## config.mk

```make
export PLATFORM = sky130hd
export DESIGN_NAME = trailing_window_counter_delta
export DESIGN_NICKNAME = d
export VERILOG_FILES = /design/src/sv/twcd_pkg.sv /design/src/sv/twcd_ctrl.sv /design/src/sv/twcd_dp.sv /design/src/sv/trailing_window_counter_delta.sv
export SDC_FILE = /design/constraint.sdc
export NUM_CORES = 2
export LEC_CHECK = 0
export BUFFER_PORTS_ARGS = -buffer_cell sky130_fd_sc_hd__buf_2
export CAP_MARGIN = 25
export CORE_UTILIZATION = 36
export CTS_BUF_LIST = sky130_fd_sc_hd__clkbuf_8
export CTS_CLUSTER_DIAMETER = 200
export CTS_CLUSTER_SIZE = 25
export DETAILED_ROUTE_END_ITERATION = 12
export PLACE_DENSITY_LB_ADDON = 0.25
export SKIP_CTS_REPAIR_TIMING = 1
export SYNTH_ARGS = -nofsm -noshare
export SYNTH_HDL_FRONTEND = slang
export SYNTH_SLANG_ARGS = --single-unit
```

## constraint.sdc

```tcl
create_clock -name clk -period 18.2 [get_ports clk]
set_clock_uncertainty 0.1 [all_clocks]
set_input_delay 3.64 -clock clk [delete_from_list [all_inputs] [get_ports clk]]
set_output_delay 3.64 -clock clk [all_outputs]
set_load 0.05 [all_outputs]
```

## src/sv/twcd_pkg.sv

```systemverilog
// Package: shared types, constants and codes for the trailing window counter delta block.
package twcd_pkg;

    localparam int RING_DEPTH_DEF = 64;
    localparam int TIME_W         = 32;
    localparam int READ_W         = 32;
    localparam int SPACING_W      = 16;
    localparam int WINDOW_W       = 20;
    localparam int CFG_DATA_W     = 20;
    localparam int CFG_IDX_W      = 1;

    localparam logic [SPACING_W-1:0] SPACING_RESET = 16'd55;
    localparam logic [WINDOW_W-1:0]  WINDOW_RESET  = 20'd3600;

    localparam logic [CFG_IDX_W-1:0] CFG_IDX_SPACING = 1'b0;
    localparam logic [CFG_IDX_W-1:0] CFG_IDX_WINDOW  = 1'b1;

    typedef struct packed {
        logic [TIME_W-1:0] now_s;
        logic [READ_W-1:0] reading_milli;
    } in_t;

    typedef struct packed {
        logic [READ_W-1:0] window_usage_milli;
        logic              history_ready;
    } out_t;

    typedef struct packed {
        logic [TIME_W-1:0] sample_time;
        logic [READ_W-1:0] sample_reading;
    } entry_t;

    typedef enum logic [1:0] {
        ST_IDLE,
        ST_DECIDE,
        ST_SCAN,
        ST_EMIT
    } state_t;

    typedef struct packed {
        logic load;
        logic decide;
        logic scan;
        logic emit;
    } cmd_t;

    typedef struct packed {
        logic skip_scan;
        logic scan_done;
        logic out_free;
    } status_t;

endpackage

```

## src/sv/twcd_ctrl.sv

```systemverilog
// Controller: sequences accept, ring update, history scan and result hand-off.
module twcd_ctrl (
    input  logic              clk,
    input  logic              rst_n,
    input  logic              in_valid,
    output logic              in_ready,
    input  twcd_pkg::status_t status,
    output twcd_pkg::cmd_t    cmd,
    output twcd_pkg::state_t  state
);

    twcd_pkg::state_t state_reg;
    twcd_pkg::state_t state_next;

    always_ff @(posedge clk or negedge rst_n)
    begin
        if (!rst_n)
        begin
            state_reg <= twcd_pkg::ST_IDLE;
        end
        else
        begin
            state_reg <= state_next;
        end
    end

    always_comb
    begin
        state_next = state_reg;
        cmd        = '0;
        in_ready   = 1'b0;
        case (state_reg)
            twcd_pkg::ST_IDLE:
            begin
                in_ready = 1'b1;
                if (in_valid)
                begin
                    cmd.load   = 1'b1;
                    state_next = twcd_pkg::ST_DECIDE;
                end
            end
            twcd_pkg::ST_DECIDE:
            begin
                cmd.decide = 1'b1;
                state_next = status.skip_scan ? twcd_pkg::ST_EMIT : twcd_pkg::ST_SCAN;
            end
            twcd_pkg::ST_SCAN:
            begin
                cmd.scan = 1'b1;
                if (status.scan_done)
                begin
                    state_next = twcd_pkg::ST_EMIT;
                end
            end
            twcd_pkg::ST_EMIT:
            begin
                if (status.out_free)
                begin
                    cmd.emit   = 1'b1;
                    state_next = twcd_pkg::ST_IDLE;
                end
            end
            default:
            begin
                state_next = twcd_pkg::ST_IDLE;
            end
        endcase
    end

    assign state = state_reg;

endmodule

```

## src/sv/twcd_dp.sv

```systemverilog
// Datapath: config registers, sample ring memory, scan pointers and output register.
module twcd_dp #(
    parameter int RING_DEPTH = twcd_pkg::RING_DEPTH_DEF
) (
    input  logic                                clk,
    input  logic                                rst_n,
    input  twcd_pkg::in_t                       in_data,
    output twcd_pkg::out_t                      out_data,
    output logic                                out_valid,
    input  logic                                out_ready,
    input  logic                                cfg_we,
    input  logic [twcd_pkg::CFG_IDX_W-1:0]      cfg_index,
    input  logic [twcd_pkg::CFG_DATA_W-1:0]     cfg_data,
    input  twcd_pkg::cmd_t                      cmd,
    output twcd_pkg::status_t                   status
);

    localparam int PW = $clog2(RING_DEPTH);
    localparam int CW = $clog2(RING_DEPTH + 1);
    localparam int DW = CW + 1;
    localparam logic [PW-1:0] LAST_IDX = PW'(RING_DEPTH - 1);
    localparam logic [CW-1:0] DEPTH_C  = CW'(RING_DEPTH);
    localparam logic [DW-1:0] DEPTH_D  = DW'(RING_DEPTH);

    logic [twcd_pkg::SPACING_W-1:0] spacing_reg;
    logic [twcd_pkg::WINDOW_W-1:0]  window_reg;

    twcd_pkg::in_t   in_reg;
    twcd_pkg::entry_t ring_mem [RING_DEPTH];
    twcd_pkg::entry_t rdata_reg;

    logic [PW-1:0]   wp_reg;
    logic [CW-1:0]   cnt_reg;
    logic [twcd_pkg::TIME_W-1:0] last_kept_reg;

    logic [PW-1:0]   rd_ptr_reg;
    logic [CW-1:0]   issued_reg;
    logic [CW-1:0]   checked_reg;
    logic            dvalid_reg;
    logic            hist_ok_reg;
    logic [twcd_pkg::READ_W-1:0] ref_reading_reg;

    twcd_pkg::out_t  out_reg;
    logic            out_valid_reg;

    logic                        nonzero;
    logic [twcd_pkg::TIME_W-1:0] elapsed;
    logic                        keep;
    logic [PW-1:0]               wp_next;
    logic [CW-1:0]               cnt_next;
    logic [DW-1:0]               diff;
    logic [PW-1:0]               oldest;
    logic                        issue;
    logic                        qualify;
    logic                        out_free;
    logic [twcd_pkg::READ_W-1:0] usage;

    // Ring update decision
    always_comb
    begin
        nonzero  = (in_reg.reading_milli != '0);
        elapsed  = (in_reg.now_s >= last_kept_reg) ? (in_reg.now_s - last_kept_reg) : '0;
        keep     = nonzero && ((cnt_reg == '0) ||
                   (elapsed >= twcd_pkg::TIME_W'(spacing_reg)));
        wp_next  = keep ? ((wp_reg == LAST_IDX) ? '0 : (wp_reg + PW'(1))) : wp_reg;
        cnt_next = (keep && (cnt_reg != DEPTH_C)) ? (cnt_reg + CW'(1)) : cnt_reg;
        diff     = DW'(wp_next) + DEPTH_D - DW'(cnt_next);
        oldest   = (diff >= DEPTH_D) ? PW'(diff - DEPTH_D) : PW'(diff);
    end

    // Scan check on the entry read last cycle
    always_comb
    begin
        issue   = cmd.scan && (issued_reg != cnt_reg);
        qualify = (rdata_reg.sample_time <= in_reg.now_s) &&
                  ((in_reg.now_s - rdata_reg.sample_time) >=
                   twcd_pkg::TIME_W'(window_reg));
        out_free = !out_valid_reg || out_ready;
        usage    = (hist_ok_reg && (in_reg.reading_milli > ref_reading_reg)) ?
                   (in_reg.reading_milli - ref_reading_reg) : '0;
    end

    assign status.skip_scan = !nonzero || (cnt_next < CW'(2));
    assign status.scan_done = dvalid_reg &&
                              (!qualify || ((checked_reg + CW'(1)) == cnt_reg));
    assign status.out_free  = out_free;

    always_ff @(posedge clk or negedge rst_n)
    begin
        if (!rst_n)
        begin
            spacing_reg <= twcd_pkg::SPACING_RESET;
            window_reg  <= twcd_pkg::WINDOW_RESET;
        end
        else if (cfg_we)
        begin
            case (cfg_index)
                twcd_pkg::CFG_IDX_SPACING: spacing_reg <= cfg_data[twcd_pkg::SPACING_W-1:0];
                twcd_pkg::CFG_IDX_WINDOW:  window_reg  <= cfg_data;
                default:                   ;
            endcase
        end
    end

    always_ff @(posedge clk or negedge rst_n)
    begin
        if (!rst_n)
        begin
            wp_reg        <= '0;
            cnt_reg       <= '0;
            last_kept_reg <= '0;
            dvalid_reg    <= 1'b0;
            out_valid_reg <= 1'b0;
        end
        else
        begin
            if (cmd.decide && keep)
            begin
                wp_reg        <= wp_next;
                cnt_reg       <= cnt_next;
                last_kept_reg <= in_reg.now_s;
            end
            dvalid_reg <= issue;
            if (cmd.emit)
            begin
                out_valid_reg <= 1'b1;
            end
            else if (out_ready)
            begin
                out_valid_reg <= 1'b0;
            end
        end
    end

    always_ff @(posedge clk or negedge rst_n)
    begin
        if (!rst_n)
        begin
            rd_ptr_reg  <= '0;
            issued_reg  <= '0;
            checked_reg <= '0;
        end
        else if (cmd.decide)
        begin
            rd_ptr_reg  <= oldest;
            issued_reg  <= '0;
            checked_reg <= '0;
        end
        else
        begin
            if (issue)
            begin
                rd_ptr_reg <= (rd_ptr_reg == LAST_IDX) ? '0 : (rd_ptr_reg + PW'(1));
                issued_reg <= issued_reg + CW'(1);
            end
            if (cmd.scan && dvalid_reg)
            begin
                checked_reg <= checked_reg + CW'(1);
            end
        end
    end

    // Payload registers
    always_ff @(posedge clk)
    begin
        if (cmd.load)
        begin
            in_reg <= in_data;
        end
        if (cmd.decide)
        begin
            hist_ok_reg <= !status.skip_scan;
        end
        if (cmd.scan && dvalid_reg && ((checked_reg == '0) || qualify))
        begin
            ref_reading_reg <= rdata_reg.sample_reading;
        end
        if (cmd.emit)
        begin
            out_reg.window_usage_milli <= usage;
            out_reg.history_ready      <= hist_ok_reg;
        end
    end

    // Sample ring
    always_ff @(posedge clk)
    begin
        if (cmd.decide && keep)
        begin
            ring_mem[wp_reg] <= '{sample_time: in_reg.now_s,
                                  sample_reading: in_reg.reading_milli};
        end
        if (issue)
        begin
            rdata_reg <= ring_mem[rd_ptr_reg];
        end
    end

    assign out_data  = out_reg;
    assign out_valid = out_valid_reg;

endmodule

```

## src/sv/trailing_window_counter_delta.sv

```systemverilog
// Top level: trailing window counter delta with controller, datapath and checks.
// Each transaction is taken in ST_IDLE, then ST_DECIDE updates the sample ring;
// for a nonzero reading with two or more samples kept, the stored history is scanned
// from the oldest entry through the single read port of the ring memory, one entry
// per cycle through a registered read, stopping at the first entry younger than the
// window or at the newest kept entry. At most RING_DEPTH entries are scanned. The
// result is held in an output register, so a waiting result does not block the
// next input transaction. The ring needs no clearing after reset.
module trailing_window_counter_delta #(
    parameter int RING_DEPTH = twcd_pkg::RING_DEPTH_DEF
) (
    input  logic                            clk,
    input  logic                            rst_n,
    input  logic                            in_valid,
    output logic                            in_ready,
    input  twcd_pkg::in_t                   in_data,
    output logic                            out_valid,
    input  logic                            out_ready,
    output twcd_pkg::out_t                  out_data,
    input  logic                            cfg_we,
    input  logic [twcd_pkg::CFG_IDX_W-1:0]  cfg_index,
    input  logic [twcd_pkg::CFG_DATA_W-1:0] cfg_data
);

    twcd_pkg::cmd_t    cmd;
    twcd_pkg::status_t status;
    twcd_pkg::state_t  state;

    twcd_ctrl u_ctrl (
        .clk      (clk),
        .rst_n    (rst_n),
        .in_valid (in_valid),
        .in_ready (in_ready),
        .status   (status),
        .cmd      (cmd),
        .state    (state)
    );

    twcd_dp #(
        .RING_DEPTH (RING_DEPTH)
    ) u_dp (
        .clk       (clk),
        .rst_n     (rst_n),
        .in_data   (in_data),
        .out_data  (out_data),
        .out_valid (out_valid),
        .out_ready (out_ready),
        .cfg_we    (cfg_we),
        .cfg_index (cfg_index),
        .cfg_data  (cfg_data),
        .cmd       (cmd),
        .status    (status)
    );

    a_accept_to_decide: assert property (@(posedge clk) disable iff (!rst_n)
        (in_valid && in_ready) |=> (state == twcd_pkg::ST_DECIDE))
        else $error("accepted transaction did not move to ring update");

    a_emit_free: assert property (@(posedge clk) disable iff (!rst_n)
        (state == twcd_pkg::ST_EMIT && !out_valid) |=>
        (out_valid && state == twcd_pkg::ST_IDLE))
        else $error("result not delivered to free output register");

    a_no_history_zero: assert property (@(posedge clk) disable iff (!rst_n)
        (out_valid && !out_data.history_ready) |-> (out_data.window_usage_milli == '0))
        else $error("nonzero usage without history");

endmodule

```

==> metrics.yaml <==
route:
  num_vias: 81800
  drc: 0
  routed_via_density: 5.74
  ant_nets: 0
  wl_mm: 487
  dr.pass1.iters: 6
  drt_iter0_drc: 10400
  route.detailed.wl_per_inst_um: 34.1
power_and_ir_drop:
  power_frac_seq_pct: 47.2
  swShare_pct: 34.6
  ir_drop_uv: 139
  p_clk_share_pct: 15.3
  cellLeakagePower_uw: 0.0564
  intPower_uw: 16900
  comb_power_share_pct: 37.5
  p_per_area_mw_per_mm2: 139
  p_sw_uw: 8940
floorplan:
  io_pins: 125
  die_w_um: 694
  core_mm2: 0.476
  dieArea_mm2: 0.482
  num_rows: 253
  start_util_pct: 36.2
  chipHeight_um: 694
worst_setup_path:
  path_class: "register to register"
  startpoint: "u_dp.in_reg[32]$_DFFE_PP_"
  worst_ep_arrival_time_ps: 10370
  worst-path-max-fanout: 65
  rr_startpoint: "u_dp.in_reg[32]$_DFFE_PP_"
  cpPeakStageDelay_ps: 660
  crit_top_cell: "buf_4"
  crit_slowest_cell: "nor2_4"
  worst_setup_path_start_kind: "register"
  end_kind: "register"
  worstPathRequired_ps: 18880
clocking:
  cts_sinks: 4395
  clkLatencyLatePin_ps: 1180
  cts_max_level: 4
  cts_buffer_depth: 4
  root_buffer: "clkbuf_8"
  numCtsBuffers: 197
  clk_pin_slew_ps: 140
  cts_tree: "done"
synth:
  yosys_warnings: 0
  synthCells: 7588
  ys_types: 86
  netlist_area_mm2: 0.173
  synth_edf_count: 4290
  avgSynthCellArea_um2: 22.7
  synth_seq_area_share_pct: 76.2
  ys_ff_latch: 4395
  async_reset_ff_share_pct: 2.39
  synthFlopType: "edfxtp_1"
  synth_nets: 7828
run_status:
  outcome: "complete, no violations"
global_route:
  antenna_found_initial: 61
  grt_remaining_overflow: 0
  grt_max_degree: 134
  grt_pass1_vias: 81800
  grt_use_total_pct: 19.9
  grt_pass1_wl_mm: 676
sta:
  max_freq_ghz: 0.103
  min_period_ps: 9690
  worst_slew_pin_slew_ps: 1130
  hold_viol: 0
  setup-violations-final: 0
  post-route-period-util_pct: 53.3
  slew_headroom_pct: 25.0
  setup-tns-final_ps: 0
  whs_ps: 336
  rsz0062_at_grt: "no"
  drv_slew: 0
finish:
  area_delta_synth_final_pct: 7.72
  drive_gt1_share_pct: 26.9
  nNetsFinal: 8089
  final_cell_mix: "edfxtp_1, mux4_2, buf_4, inv_1, clkbuf_8"
  layout_commonest_cell: "edfxtp_1"
  largest_register_ffs: 4096
placed_design:
  dpl.hpwl_mm: 291
  gp_congestion: 0.797
  port_buffers: 124
min_path:
  hold_path_class: "register to register"
  hp-start: "u_dp.rdata_reg[30]$_DFFE_PP_"
flow_run:
  cap_violations: 0
==> cell families after synthesis <==
kind of cell	count (synthesis)	synth area share, %
buffers and inverters	543	1.19
DFF	4395	76.2
muxes	1379	17.8
xor gates and xnor gates	116	0.589
and+or+nand+nor	571	1.55
AOI/OAI and AO/OA	434	1.64
adders and majority gates	150	1.10
==> final timing paths <==
path | to | slack (ps) | cells past startpoint
worst min register to register | u_dp.ref_reading_reg[30]$_DFFE_PP_ | 340 | 0
min in group asynchronous | u_dp.out_valid$_DFFE_PN0P_ | 2220 | 1
worst max-delay path | u_dp.ring_mem[7][45]$_DFFE_PP_ | 8510 | 33
max in group asynchronous | u_dp.rd_ptr_reg[1]$_DFFE_PN0P_ | 14090 | 3
worst min-delay path | u_dp.ref_reading_reg[30]$_DFFE_PP_ | 340 | 0
worst max register to register | u_dp.ring_mem[7][45]$_DFFE_PP_ | 8510 | 33
==> Yosys cell counts, drive strengths merged (7+ instances only) <==
library cell  count  area (um^2)
nor2            190          716
or2              11         68.8
a21o             48          360
a221oi            7         67.6
inv             183          687
nor2b            18          113
a211oi           13          110
dfstp             9          236
mux2i            12          120
xor2             44          385
nand2           160          601
and3             12         75.1
o211ai            9         67.6
a31oi            14         87.6
dfrtp            96         2400
mux4           1344        30300
o21bai           17          128
clkbuf          256          961
or3              11         68.8
nand4            31          200
buf             104          399
and2             10         62.6
o21a             10         75.1
ha              146         1830
o21ai           127          639
a211o             8         71.3
a21boi            8         60.1
and4              7         63.8
nor4             18          113
mux2             23          259
xnor2            72          631
nor3             27          135
a31o              7         61.3
a21oi           116          592
nand3b            7         52.6
nand3            40          200
nand2b           18          113
edfxtp         4290       129000
==> power by group through the flow <==
stage	Combinational [uW]	Sequential [uW]	Clock [uW]
2_1_floorplan	5920	12500	0
3_3_place_gp	9780	12400	0
3_5_place_dp	9770	12400	0
4_1_cts	9830	12200	4080
5_1_grt	10200	12200	4350
6_report	9680	12200	3950
==> per-stage QoR <==
| stage | total power [uW] | util (%) | worst slack, ps | cells | area, um^2 |
|---|---|---|---|---|---|
| 3_3_place_gp | 22200 | 38.4 | 8460 | 14000 | 183000 |
| 3_5_place_dp | 22200 | 38.4 | 8430 | 14000 | 183000 |
| 5_1_grt | 26800 | 39.0 | 7890 | 14300 | 186000 |
| 6_report | 25800 | 39.0 | 8510 | 14300 | 186000 |
| 4_1_cts | 26100 | 39.0 | 8370 | 14300 | 186000 |
| 2_1_floorplan | 18400 | - | 6010 | 7588 | 173000 |
==> area by class of cell <==
type,instances,area (um^2)
inverter,183,692
fill,42100,290000
clock inverter,32,144
antenna,7,17.5
sequential,4395,131000
timing repair buffer,422,3230
clock buffer,202,2780
multi-input combinational,2650,39600
tap,6375,7980
==> routing by layer <==
layer,up-vias,part of all wire (%),track usage (%)
met1,45900,44,29.9
met5,-,0.0068,0
li1,32200,-,-
met2,3365,47,31.9
met3,393,6.6,2.08
met4,4,1.8,3.32
==> critical path, delay by kind of cell (launching register included) <==
kind	cells	cell delay [ps]
buf+inv	8	3060
fa+ha+maj	3	770
simple gates	9	2810
flops	1	350
compound gates	13	2060
Note: power is estimated with default switching activity, not from simulation.
